[src/rtl/core/stunp_pkg.sv]
// shared types and constants for the stun binding response parser
package stunp_pkg;

  localparam int unsigned POS_W = 17;
  localparam int unsigned CAP_DEPTH = 20;
  localparam int unsigned CAP_IDX_W = 5;

  localparam logic [POS_W-1:0] HDR_BYTES = 17'd20;
  localparam logic [POS_W-1:0] POS_MAX = 17'h1FFFF;
  localparam logic [15:0] TYPE_BINDING_RESPONSE = 16'h0101;
  localparam logic [31:0] MAGIC = 32'h2112A442;
  localparam logic [15:0] ATTR_MAPPED = 16'h0001;
  localparam logic [15:0] ATTR_XOR_MAPPED = 16'h0020;
  localparam logic [7:0] FAM_V4 = 8'h01;
  localparam logic [7:0] FAM_V6 = 8'h02;

  localparam logic [2:0] STAT_OK = 3'd0;
  localparam logic [2:0] STAT_SHORT = 3'd1;
  localparam logic [2:0] STAT_TYPE = 3'd2;
  localparam logic [2:0] STAT_COOKIE = 3'd3;
  localparam logic [2:0] STAT_TRUNC = 3'd4;
  localparam logic [2:0] STAT_NO_ADDR = 3'd5;

  typedef struct packed {
    logic [POS_W-1:0] pos;
    logic [15:0]      typ;
    logic [15:0]      len;
    logic [31:0]      cookie;
    logic [31:0]      txn_hi;
    logic [63:0]      txn_lo;
  } hdr_st_t;

  typedef struct packed {
    logic        found;
    logic        family;
    logic [15:0] port;
    logic [63:0] addr_hi;
    logic [63:0] addr_lo;
  } addr_st_t;

endpackage

[src/rtl/core/stunp_hdr.sv]
// byte position counter and stun header capture
module stunp_hdr (
  input  logic              clk,
  input  logic              rst_n,
  input  logic              accept,
  input  logic              last,
  input  logic [7:0]        byte_value,
  output stunp_pkg::hdr_st_t cur,
  output stunp_pkg::hdr_st_t upd
);
  import stunp_pkg::*;

  hdr_st_t hdr_r;
  hdr_st_t hdr_nxt;

  always_comb begin
    upd = hdr_r;
    if (hdr_r.pos < 17'd2) begin
      upd.typ = {hdr_r.typ[7:0], byte_value};
    end else if (hdr_r.pos < 17'd4) begin
      upd.len = {hdr_r.len[7:0], byte_value};
    end else if (hdr_r.pos < 17'd8) begin
      upd.cookie = {hdr_r.cookie[23:0], byte_value};
    end else if (hdr_r.pos < 17'd12) begin
      upd.txn_hi = {hdr_r.txn_hi[23:0], byte_value};
    end else if (hdr_r.pos < HDR_BYTES) begin
      upd.txn_lo = {hdr_r.txn_lo[55:0], byte_value};
    end
    upd.pos = (hdr_r.pos < POS_MAX) ? hdr_r.pos + 17'd1 : POS_MAX;
  end

  always_comb begin
    hdr_nxt = hdr_r;
    if (accept) begin
      hdr_nxt = last ? '0 : upd;
    end
  end

  always_ff @(posedge clk) begin
    if (!rst_n) begin
      hdr_r <= '0;
    end else begin
      hdr_r <= hdr_nxt;
    end
  end

  assign cur = hdr_r;

endmodule

[src/rtl/core/stunp_walk.sv]
// attribute walker, value capture and mapped address decode
module stunp_walk (
  input  logic               clk,
  input  logic               rst_n,
  input  logic               accept,
  input  logic               last,
  input  logic [7:0]         byte_value,
  input  stunp_pkg::hdr_st_t hdr,
  output stunp_pkg::addr_st_t upd
);
  import stunp_pkg::*;

  logic [15:0]      kind_r, kind_nxt, kind_upd;
  logic [15:0]      vlen_r, vlen_nxt, vlen_upd;
  logic [POS_W-1:0] seen_r, seen_nxt, seen_upd;
  logic             stop_r, stop_nxt, stop_upd;
  addr_st_t         addr_r, addr_nxt;

  logic [7:0]           cap_r [CAP_DEPTH];
  logic [7:0]           cap_nxt [CAP_DEPTH];
  logic                 cap_we;
  logic [CAP_IDX_W-1:0] cap_idx;

  logic [POS_W-1:0] end_pos;
  logic [POS_W-1:0] room;
  logic [POS_W-1:0] pad;
  logic [POS_W-1:0] vofs;
  logic [POS_W-1:0] seen_inc;
  logic             in_walk;
  logic             do_decode;

  assign end_pos = HDR_BYTES + {1'b0, hdr.len};
  assign room = end_pos - (hdr.pos + 17'd1);
  assign in_walk = !stop_r && (hdr.pos >= HDR_BYTES) && (hdr.pos < end_pos);
  assign vofs = seen_r - 17'd4;
  assign seen_inc = seen_r + 17'd1;

  always_comb begin
    kind_upd = kind_r;
    vlen_upd = vlen_r;
    seen_upd = seen_r;
    stop_upd = stop_r;
    cap_we = 1'b0;
    cap_idx = vofs[CAP_IDX_W-1:0];
    do_decode = 1'b0;
    pad = ({1'b0, vlen_r} + 17'd3) & ~17'd3;
    if (in_walk) begin
      seen_upd = seen_inc;
      if (seen_r < 17'd4) begin
        if (seen_r < 17'd2) begin
          kind_upd = {kind_r[7:0], byte_value};
        end else begin
          vlen_upd = {vlen_r[7:0], byte_value};
        end
        pad = ({1'b0, vlen_upd} + 17'd3) & ~17'd3;
        if (seen_inc == 17'd4) begin
          if (pad > room) begin
            stop_upd = 1'b1;
            seen_upd = '0;
          end else if (pad == '0) begin
            seen_upd = '0;
          end
        end
      end else begin
        cap_we = (vofs < 17'(CAP_DEPTH));
        if ((seen_inc - 17'd4) >= pad) begin
          do_decode = 1'b1;
          seen_upd = '0;
        end
      end
    end
  end

  always_comb begin
    for (int i = 0; i < CAP_DEPTH; i++) begin
      cap_nxt[i] = cap_r[i];
    end
    if (cap_we) begin
      cap_nxt[cap_idx] = byte_value;
    end
  end

  always_comb begin
    upd = addr_r;
    if (do_decode && vlen_upd >= 16'd8) begin
      if (kind_upd == ATTR_XOR_MAPPED) begin
        upd.port = {cap_nxt[2], cap_nxt[3]} ^ MAGIC[31:16];
        if (cap_nxt[1] == FAM_V4) begin
          upd.addr_hi = '0;
          upd.addr_lo = {32'd0, {cap_nxt[4], cap_nxt[5], cap_nxt[6], cap_nxt[7]} ^ MAGIC};
          upd.family = 1'b0;
          upd.found = 1'b1;
        end else if (cap_nxt[1] == FAM_V6 && vlen_upd >= 16'd20) begin
          upd.addr_hi = {cap_nxt[4], cap_nxt[5], cap_nxt[6], cap_nxt[7],
                         cap_nxt[8], cap_nxt[9], cap_nxt[10], cap_nxt[11]}
                        ^ {MAGIC, hdr.txn_hi};
          upd.addr_lo = {cap_nxt[12], cap_nxt[13], cap_nxt[14], cap_nxt[15],
                         cap_nxt[16], cap_nxt[17], cap_nxt[18], cap_nxt[19]}
                        ^ hdr.txn_lo;
          upd.family = 1'b1;
          upd.found = 1'b1;
        end
      end else if (kind_upd == ATTR_MAPPED && !addr_r.found) begin
        upd.port = {cap_nxt[2], cap_nxt[3]};
        if (cap_nxt[1] == FAM_V4) begin
          upd.addr_hi = '0;
          upd.addr_lo = {32'd0, cap_nxt[4], cap_nxt[5], cap_nxt[6], cap_nxt[7]};
          upd.family = 1'b0;
          upd.found = 1'b1;
        end
      end
    end
  end

  always_comb begin
    kind_nxt = kind_r;
    vlen_nxt = vlen_r;
    seen_nxt = seen_r;
    stop_nxt = stop_r;
    addr_nxt = addr_r;
    if (accept) begin
      if (last) begin
        kind_nxt = '0;
        vlen_nxt = '0;
        seen_nxt = '0;
        stop_nxt = 1'b0;
        addr_nxt = '0;
      end else begin
        kind_nxt = kind_upd;
        vlen_nxt = vlen_upd;
        seen_nxt = seen_upd;
        stop_nxt = stop_upd;
        addr_nxt = upd;
      end
    end
  end

  always_ff @(posedge clk) begin
    if (!rst_n) begin
      kind_r <= '0;
      vlen_r <= '0;
      seen_r <= '0;
      stop_r <= 1'b0;
      addr_r <= '0;
    end else begin
      kind_r <= kind_nxt;
      vlen_r <= vlen_nxt;
      seen_r <= seen_nxt;
      stop_r <= stop_nxt;
      addr_r <= addr_nxt;
    end
  end

  always_ff @(posedge clk) begin
    if (accept && cap_we) begin
      cap_r[cap_idx] <= byte_value;
    end
  end

endmodule

[src/rtl/core/stun_binding_response_parser.sv]
// Parses a STUN binding response arriving one byte per word and reports the
// mapped address. One byte is taken every cycle while in_ready is high; the
// header capture and the attribute walk update their state in the cycle a
// byte is taken, and the word carrying last_byte loads the result register,
// whose word is offered on the next cycle. A result waiting in that register
// does not stop input while out_ready is high; with it full and out_ready low,
// in_ready drops. Parser state returns to its reset value after each final
// byte, so datagrams can follow one another with no gap.
module stun_binding_response_parser (
  input  logic        clk,
  input  logic        rst_n,
  input  logic        in_valid,
  output logic        in_ready,
  input  logic [7:0]  in_byte_value,
  input  logic        in_last_byte,
  output logic        out_valid,
  input  logic        out_ready,
  output logic [2:0]  out_status,
  output logic        out_family,
  output logic [15:0] out_port,
  output logic [63:0] out_address_high,
  output logic [63:0] out_address_low,
  output logic [31:0] out_txn_high,
  output logic [63:0] out_txn_low
);
  import stunp_pkg::*;

  logic      accept;
  logic      finish;
  hdr_st_t   hdr_cur;
  hdr_st_t   hdr_upd;
  addr_st_t  addr_upd;
  logic [2:0] status;
  logic [POS_W-1:0] end_pos;

  logic        out_valid_r, out_valid_nxt;
  logic [2:0]  status_r;
  logic        family_r;
  logic [15:0] port_r;
  logic [63:0] addr_hi_r;
  logic [63:0] addr_lo_r;
  logic [31:0] txn_hi_r;
  logic [63:0] txn_lo_r;

  assign in_ready = !out_valid_r || out_ready;
  assign accept = in_valid && in_ready;
  assign finish = accept && in_last_byte;

  stunp_hdr u_hdr (
    .clk        (clk),
    .rst_n      (rst_n),
    .accept     (accept),
    .last       (in_last_byte),
    .byte_value (in_byte_value),
    .cur        (hdr_cur),
    .upd        (hdr_upd)
  );

  stunp_walk u_walk (
    .clk        (clk),
    .rst_n      (rst_n),
    .accept     (accept),
    .last       (in_last_byte),
    .byte_value (in_byte_value),
    .hdr        (hdr_cur),
    .upd        (addr_upd)
  );

  assign end_pos = HDR_BYTES + {1'b0, hdr_upd.len};

  always_comb begin
    if (hdr_upd.pos < HDR_BYTES) begin
      status = STAT_SHORT;
    end else if (hdr_upd.typ != TYPE_BINDING_RESPONSE) begin
      status = STAT_TYPE;
    end else if (hdr_upd.cookie != MAGIC) begin
      status = STAT_COOKIE;
    end else if (hdr_upd.pos < end_pos) begin
      status = STAT_TRUNC;
    end else if (!addr_upd.found) begin
      status = STAT_NO_ADDR;
    end else begin
      status = STAT_OK;
    end
  end

  always_comb begin
    out_valid_nxt = out_valid_r;
    if (finish) begin
      out_valid_nxt = 1'b1;
    end else if (out_ready) begin
      out_valid_nxt = 1'b0;
    end
  end

  always_ff @(posedge clk) begin
    if (!rst_n) begin
      out_valid_r <= 1'b0;
    end else begin
      out_valid_r <= out_valid_nxt;
    end
  end

  always_ff @(posedge clk) begin
    if (finish) begin
      status_r <= status;
      family_r <= (status == STAT_OK) ? addr_upd.family : 1'b0;
      port_r <= (status == STAT_OK) ? addr_upd.port : 16'd0;
      addr_hi_r <= (status == STAT_OK) ? addr_upd.addr_hi : 64'd0;
      addr_lo_r <= (status == STAT_OK) ? addr_upd.addr_lo : 64'd0;
      txn_hi_r <= (status == STAT_SHORT) ? 32'd0 : hdr_upd.txn_hi;
      txn_lo_r <= (status == STAT_SHORT) ? 64'd0 : hdr_upd.txn_lo;
    end
  end

  assign out_valid = out_valid_r;
  assign out_status = status_r;
  assign out_family = family_r;
  assign out_port = port_r;
  assign out_address_high = addr_hi_r;
  assign out_address_low = addr_lo_r;
  assign out_txn_high = txn_hi_r;
  assign out_txn_low = txn_lo_r;

`ifndef NO_ASSERTIONS
  a_finish_loads_result: assert property (@(posedge clk) disable iff (!rst_n)
    finish |=> out_valid_r)
    else $error("final byte did not load a result");

  a_finish_clears_pos: assert property (@(posedge clk) disable iff (!rst_n)
    finish |=> hdr_cur.pos == '0)
    else $error("position not cleared after final byte");

  a_fail_no_addr: assert property (@(posedge clk) disable iff (!rst_n)
    (out_valid_r && status_r != STAT_OK) |->
      (port_r == 16'd0 && addr_hi_r == 64'd0 && addr_lo_r == 64'd0 && !family_r))
    else $error("address fields set on a failed parse");

  a_short_no_txn: assert property (@(posedge clk) disable iff (!rst_n)
    (out_valid_r && status_r == STAT_SHORT) |-> (txn_hi_r == 32'd0 && txn_lo_r == 64'd0))
    else $error("transaction id set on short header");
`endif

endmodule
[config.mk]
export PLATFORM = sky130hd
export DESIGN_NAME = stun_binding_response_parser
export DESIGN_NICKNAME = d
export VERILOG_FILES = /design/src/rtl/core/stunp_pkg.sv /design/src/rtl/core/stunp_hdr.sv /design/src/rtl/core/stunp_walk.sv /design/src/rtl/core/stun_binding_response_parser.sv
export SDC_FILE = /design/constraint.sdc
export NUM_CORES = 2
export LEC_CHECK = 0
export BUFFER_PORTS_ARGS = -buffer_cell sky130_fd_sc_hd__buf_2
export CAP_MARGIN = 20
export CORE_AREA = 2 2 300 302
export DETAILED_ROUTE_END_ITERATION = 8
export DIE_AREA = 0 0 302 304
export GPL_ROUTABILITY_DRIVEN = 1
export HOLD_SLACK_MARGIN = 0.08
export PLACE_DENSITY_LB_ADDON = 0.25
export SKIP_CTS_REPAIR_TIMING = 1
export SYNTH_ARGS = -nofsm -noshare
export SYNTH_HDL_FRONTEND = slang
export SYNTH_SLANG_ARGS = --single-unit
export TNS_END_PERCENT = 10
[constraint.sdc]
create_clock -name clk -period 7.16 [get_ports clk]
set_input_delay 1.074 -clock clk [delete_from_list [all_inputs] [get_ports clk]]
set_output_delay 1.074 -clock clk [all_outputs]
set_load 0.02 [all_outputs]
=== Yosys cells after proc, flatten, opt, wreduce, memory -nomap -nowiden ===
Memory sizes are Yosys's and may differ from the RTL's.
Cells that the tools add are included.

* Register bits after elaboration: 618
* Bits in writable memories: 160
* Output and inout bits: 246
* Word-level logic and storage cells: 148
* Memories: 1

* Add/sub/neg operators: 9
* $lt $le $gt $ge: 19
* Eq/ne operators: 8
* Muxes and demuxes: 61
* Bitwise gates (word level): 5
* Reductions and logical operators: 22

{| class="wikitable"
|+ Memories
! name !! depth !! width !! rd ports !! clocked after Yosys merged registers in !! wr ports !! line !! source
|-
| u_walk.cap_r || 20 || 8 || 20 || 0 || 1 || stunp_walk.sv:19 || <nowiki>logic [7:0] cap_r [CAP_DEPTH];</nowiki>
|}

{| class="wikitable"
|+ Operators with widths
! kind !! number
|-
| 146-bit two-way mux || 4
|-
| 128-bit two-way mux || 4
|-
| 16-bit two-way mux || 12
|-
| 177-bit two-way mux || 1
|-
| 160-bit bitwise mux || 1
|-
| 152-bit two-way mux || 1
|-
| 144-bit two-way mux || 1
|-
| 17-bit two-way mux || 8
|-
| 64-bit two-way mux || 2
|-
| 96-bit two-way mux || 1
|-
| 32-bit two-way mux || 2
|-
| 64-bit by 62-bit bitwise XOR with 64-bit output || 1
|-
| 64-bit bitwise XOR || 1
|-
| 17-bit by 5-bit < comparator with 1-bit output, second input constant || 3
|-
| 8-bit demux with 5-bit select || 1
|-
| 16-bit by 2-bit adder with 17-bit output, second input constant || 2
|-
| 17-bit by 1-bit adder with 17-bit output, second input constant || 2
|-
| 5-bit by 16-bit adder with 17-bit output, first input constant || 2
|-
| 17-bit < comparator || 2
|-
| 17-bit by 2-bit < comparator with 1-bit output, second input constant || 2
|-
| 17-bit by 3-bit < comparator with 1-bit output, second input constant || 2
|-
| 17-bit by 4-bit < comparator with 1-bit output, second input constant || 2
|-
| 17-bit by 3-bit subtractor with 17-bit output, second input constant || 2
|-
| 32-bit by 30-bit != test with 1-bit output, second input constant || 1
|-
| 31 further kinds || 64
|}

=== Depth between registers and ports, before layout ===
* Word-level depth: 20
* Gate-level depth with buffers: 28
* Mapped depth without buffers: 25

=== By module ===
A second synthesis with hierarchy kept.

* Cells, all modules: 3874
* Area, all modules: 39121.3 um^2

{| class="wikitable"
|+ By module, submodules not included
! module !! times used !! cells an instance !! area each (um^2) !! sequential area each (um^2)
|-
| stunp_walk || 1 || 2088 || 20527.2 || 8488.1
|-
| stun_binding_response_parser || 1 || 786 || 10108.4 || 7347.0
|-
| stunp_hdr || 1 || 1000 || 8485.6 || 3543.4
|}

=== Worst setup path before layout ===
OpenSTA, ideal clock, no wires.

* Path type: input to register
* Start: in out_ready
* End: reg addr_hi_r[0] (netlist: out_address_high[0]), enable pin
* Data arrival time: 6847 ps
* Path slack: -282 ps
* Stages on the path: 6
* Path buffers: 2
* Cells stage by stage: nand2b_1 and2_1 clkbuf_1 clkbuf_1 nand2_1 inv_1

* Word-level cells in the longest chain between the ends: 3

{| class="wikitable"
|+ RTL lines
! what !! line !! source
|-
| from (decl) || stun_binding_response_parser.sv:17 || <nowiki>input logic out_ready,</nowiki>
|-
| 1-bit logical OR || stun_binding_response_parser.sv:45 || <nowiki>assign in_ready = !out_valid_r || out_ready;</nowiki>
|-
| 1-bit logical AND || stun_binding_response_parser.sv:46 || <nowiki>assign accept = in_valid && in_ready;</nowiki>
|-
| 1-bit logical AND || stun_binding_response_parser.sv:47 || <nowiki>assign finish = accept && in_last_byte;</nowiki>
|-
| net finish || stun_binding_response_parser.sv:29 || <nowiki>logic finish;</nowiki>
|-
| to (signal assigned) || stun_binding_response_parser.sv:109 || <nowiki>addr_hi_r <= (status == STAT_OK) ? addr_upd.addr_hi : 64'd0;</nowiki>
|-
| to (decl) || stun_binding_response_parser.sv:40 || <nowiki>logic [63:0] addr_hi_r;</nowiki>
|}

The timed path passes the listed nets, and every way through them passes these cells.
A chain may end at the register's enable or synchronous reset.

=== Worst setup path in the final report ===
* Start: reg u_walk.seen_r[1]
* End: reg addr_lo_r[11] (netlist: out_address_low[11]), data pin

* Word-level cells in the longest chain between the ends: 20

{| class="wikitable"
|+ RTL lines
! what !! line !! source
|-
| from (decl) || stunp_walk.sv:15 || <nowiki>logic [POS_W-1:0] seen_r, seen_nxt, seen_upd;</nowiki>
|-
| from (signal assigned) || stunp_walk.sv:148 || <nowiki>seen_r <= seen_nxt;</nowiki>
|-
| branches (longest 13 deep; another with 17-bit by 1-bit adder with 17-bit output) || n/a ||
|-
| 146-bit two-way mux * || stunp_walk.sv:85 || <nowiki>if (do_decode && vlen_upd >= 16'd8) begin</nowiki>
|-
| 3-bit two-way mux || stun_binding_response_parser.sv:80 || <nowiki>end else if (!addr_upd.found) begin</nowiki>
|-
| 3-bit two-way mux || stun_binding_response_parser.sv:78 || <nowiki>end else if (hdr_upd.pos < end_pos) begin</nowiki>
|-
| 3-bit two-way mux || stun_binding_response_parser.sv:76 || <nowiki>end else if (hdr_upd.cookie != MAGIC) begin</nowiki>
|-
| 3-bit two-way mux || stun_binding_response_parser.sv:74 || <nowiki>end else if (hdr_upd.typ != TYPE_BINDING_RESPONSE) begin</nowiki>
|-
| 3-bit two-way mux || stun_binding_response_parser.sv:72 || <nowiki>if (hdr_upd.pos < HDR_BYTES) begin</nowiki>
|-
| 3-bit logical NOT || stun_binding_response_parser.sv:110 || <nowiki>addr_lo_r <= (status == STAT_OK) ? addr_upd.addr_lo : 64'd0;</nowiki>
|-
| to (signal assigned) || stun_binding_response_parser.sv:110 ||
|-
| to (decl) || stun_binding_response_parser.sv:41 || <nowiki>logic [63:0] addr_lo_r;</nowiki>
|}

Mark *: on every way between the ends. The select of a mux whose other input is x is not followed.

==> impl_metrics.py <==
metrics = {
    "run_status": {
        "status": "completed",
    },
    "sta": {
        "layout_min_cycle_time_ns": 6.46,
        "setup_ws_ns": 0.704,
        "finalMaxSlewViolations": 0,
        "setup_tns_ns": 0,
        "fin_crit_sh_pct": 90.2,
        "max_freq_mhz": 155,
        "setup_violations": 0,
        "whs_ns": 0.447,
        "worst_slew_pin_slew_ns": 1.21,
        "skew_ns": 0.0336,
        "finalHoldViolCount": 0,
        "grt_setup_unrepaired": "no",
        "max_slew_margin_pct": 19.3,
    },
    "floorplanning": {
        "die_h_um": 304,
        "num_io_pins": 259,
        "core.rowCount": 110,
        "start_util_pct": 42.5,
        "die_w_um": 302,
        "core_mm2": 0.0890,
        "die-area_mm2": 0.0918,
    },
    "synthesis": {
        "synth-seq-cells": 770,
        "synthSimpleGateAreaFrac_pct": 16.4,
        "yosys_warnings": 0,
        "synth_compound_area_share_pct": 15.3,
        "yosys.area.top_type_share_pct": 31.4,
        "synth_cells": 3874,
        "yosysUniqueCellTypes": 84,
        "yosys.area.top_type": "edfxtp_1",
        "syn_nets": 3977,
        "synth_xor_area_share_pct": 4.84,
        "ys_top_cells_by_area": "edfxtp_1 31%, dfxtp_1 20%, nor2_1 5.8%",
        "synthMuxAreaShare_pct": 5.64,
        "synth_top_family_by_area": "simple AND/OR/NAND/NOR gates",
        "synthAdderAreaFrac_pct": 3.00,
        "avgSynthCellArea_um2": 9.77,
        "synth_flop_cell": "edfxtp_1",
        "netlist_area_mm2": 0.0378,
        "async_flop_share_pct": 0,
        "synth-edff-count": 396,
        "synth_seq_area_share_pct": 51.2,
    },
    "placed_design": {
        "dp_hpwl_um": 77500,
        "io_buffers": 258,
        "pre_cts_ws_ns": 0.698,
        "place_congestion": 0.883,
        "numPlacedInstances": 5086,
    },
    "layout": {
        "nNetsFinal": 4104,
        "finalNonFillerCells": 5252,
        "fillCellCount": 8292,
        "drive_gt1_share_pct": 14.2,
        "syn2layout_area_growth_pct": 14.1,
    },
    "worst_hold_path": {
        "min_path_type": "register to register",
    },
    "drt": {
        "drt_wl_total_um": 115000,
        "drc_errors": 0,
        "drtPass1Iterations": 8,
        "wl_per_cell_um": 22.0,
        "dr_total_vias": 30300,
        "viasPerCell": 5.77,
        "antenna_left": 0,
        "drt_iter0_drc": 3342,
    },
    "cts": {
        "cts_sinks": 770,
        "clockRootBuffer": "clkbuf_16",
        "clock_latency_ns": 0.67,
        "cts.htree.levels": 3,
        "cts_buffers": 84,
        "path_clk_slew_ns": 0.07,
        "cts_buffer_depth": 3,
        "cts_tree": "done",
    },
    "worst_setup_path": {
        "start_kind": "register",
        "path_class": "register to register",
        "arrival_ns": 6.85,
        "path_max_fanout": 37,
        "crit_path_end_kind": "register",
        "worstPathRequired_ns": 7.55,
    },
    "global_routing": {
        "overflow": 0,
        "grt_max_degree": 94,
        "grt_pass1_wl_um": 174000,
        "grt_util_all_layers_pct": 24.5,
        "grt_pass1_vias": 27900,
        "antenna_found_initial": 4,
    },
    "pwr": {
        "ir_drop_mv": 0.200,
        "total_power_mw": 9.67,
        "powerDensity_mw_per_mm2": 224,
        "leakage_nw": 16.1,
    },
    "run": {
        "max_cap_viol_count": 0,
    },
}
layout make-up:
class,count,area (µm²),share of cell area [%]
multi-input combinational,2763,17300,40.0
tap,1176,1470,3.41
clock inverter,36,420,0.974
inverter,46,181,0.420
antenna,3,7.51,0.0174
sequential,770,19400,44.9
clock buffer,122,2490,5.77
timing repair buffer,336,1960,4.54
where the power goes:
part | internal (mW) | switching (mW)
Clock | 2.65 | 1.89
Sequential | 4.69 | 0.0317
Combinational | 0.0800 | 0.324
metrics by stage:
step           util, %  instance area [µm²]
2_1_floorplan        -                37800
3_3_place_gp      45.2                40200
3_5_place_dp      45.2                40200
4_1_cts           48.4                43100
5_1_grt           48.5                43200
6_report          48.5                43200
registers in the layout, indices dropped and copies added, names as in the netlist:
register and flops:
out_address_high 64, out_address_low 64, out_family 1, out_port 16, out_status 3, out_txn_high 32
out_txn_low 64, out_valid 1, u_hdr.cur 177, u_walk.addr_r 146, u_walk.cap_r 152, u_walk.kind_r 16
u_walk.seen_r 17, u_walk.stop_r 1, u_walk.vlen_r 16
critical path, stage by stage, from the launching register on:
cell and delay [ns]:
dfxtp_1 0.51, ha_1 0.21, buf_4 0.19, nand2_1 0.13
nor2_1 0.44, and3_1 0.26, and3_1 0.33, nand2_1 0.17
nor2_1 0.35, nand3_1 0.15, mux2i_1 0.18, xor2_1 0.18
ha_1 0.28, nand2_1 0.08, o21bai_1 0.09, a2111oi_0 0.40
o2111ai_1 0.25, nand4_1 0.33, a21o_1 0.30, a21oi_4 0.06
buf_4 0.25, or2_2 0.53, buf_12 0.26, o21ai_0 0.17
nor2_1 0.06
cell usage after synthesis (6+ instances only):
| cell type | instances |
|---|---|
| a21oi_1 | 137 |
| nor3_2 | 13 |
| or4_1 | 10 |
| and2_1 | 15 |
| a31oi_1 | 14 |
| a211oi_2 | 17 |
| xnor2_1 | 85 |
| nand4_2 | 9 |
| clkbuf_1 | 228 |
| nand4_1 | 31 |
| nand2_1 | 503 |
| xor2_1 | 124 |
| a21o_1 | 25 |
| a211oi_1 | 15 |
| nand3_1 | 71 |
| buf_2 | 41 |
| o22ai_1 | 69 |
| o31ai_1 | 6 |
| a2bb2oi_1 | 16 |
| mux2_2 | 26 |
| dfxtp_1 | 374 |
| or3_1 | 9 |
| nand2b_1 | 14 |
| a221oi_1 | 11 |
| o21ai_0 | 129 |
| nor4_1 | 18 |
| and3_1 | 24 |
| nor3_1 | 46 |
| buf_1 | 24 |
| nor2b_1 | 19 |
| a311oi_1 | 12 |
| edfxtp_1 | 396 |
| inv_1 | 46 |
| ha_1 | 89 |
| o21ai_1 | 8 |
| o211ai_1 | 47 |
| a22oi_1 | 221 |
| mux2i_1 | 184 |
| nor2_1 | 584 |
| nor4b_1 | 11 |
| o221ai_1 | 64 |
per-layer routing:
layer | global-route usage, % | routed length [µm]
met1 | 34.7 | 50800
met2 | 37.5 | 52300
met3 | 4.53 | 9210
met4 | 8.35 | 3190
met5 | 0 | 0
layout by cell type (no fill, tap or decap), types with 26 or more instances in the layout:
cell type  synthesis  final
mux2_2            26     26
nor3_1            46     45
nand2_1          503    502
a22oi_1          221    221
o221ai_1          64     64
buf_4              1     69
clkbuf_16          0     88
dfxtp_1          374    374
inv_1             46     44
a21oi_1          137    137
nand4_1           31     31
xnor2_1           85     85
nand3_1           71     71
xor2_1           124    124
o211ai_1          47     47
o22ai_1           69     69
buf_2             41    258
mux2i_1          184    184
edfxtp_1         396    396
nor2_1           584    578
o21ai_0          129    129
ha_1              89     89
cell families (layout without fill, tap and decap cells):
logic type,count (synthesis),in the layout
simple gates,1414,1414
compound gates,840,840
flops,770,770
buf+inv,341,540
mux,210,210
xor+xnor,209,209
fa+ha+maj,90,90
other cells,0,3
final timing paths:
check	endpoint	depth (start not counted)	slack, ns	from
max	out_address_low[11]$_SDFFCE_PP0P_	24	0.70	u_walk.seen_r[1]$_SDFFE_PN0P_
min	u_walk.addr_r[7]$_SDFFE_PN0P_	2	0.45	u_walk.addr_r[7]$_SDFFE_PN0P_
max reg2reg	out_address_low[11]$_SDFFCE_PP0P_	24	0.70	u_walk.seen_r[1]$_SDFFE_PN0P_
min reg2reg	u_walk.addr_r[7]$_SDFFE_PN0P_	2	0.45	u_walk.addr_r[7]$_SDFFE_PN0P_
Power figures use the tool's default switching activity.
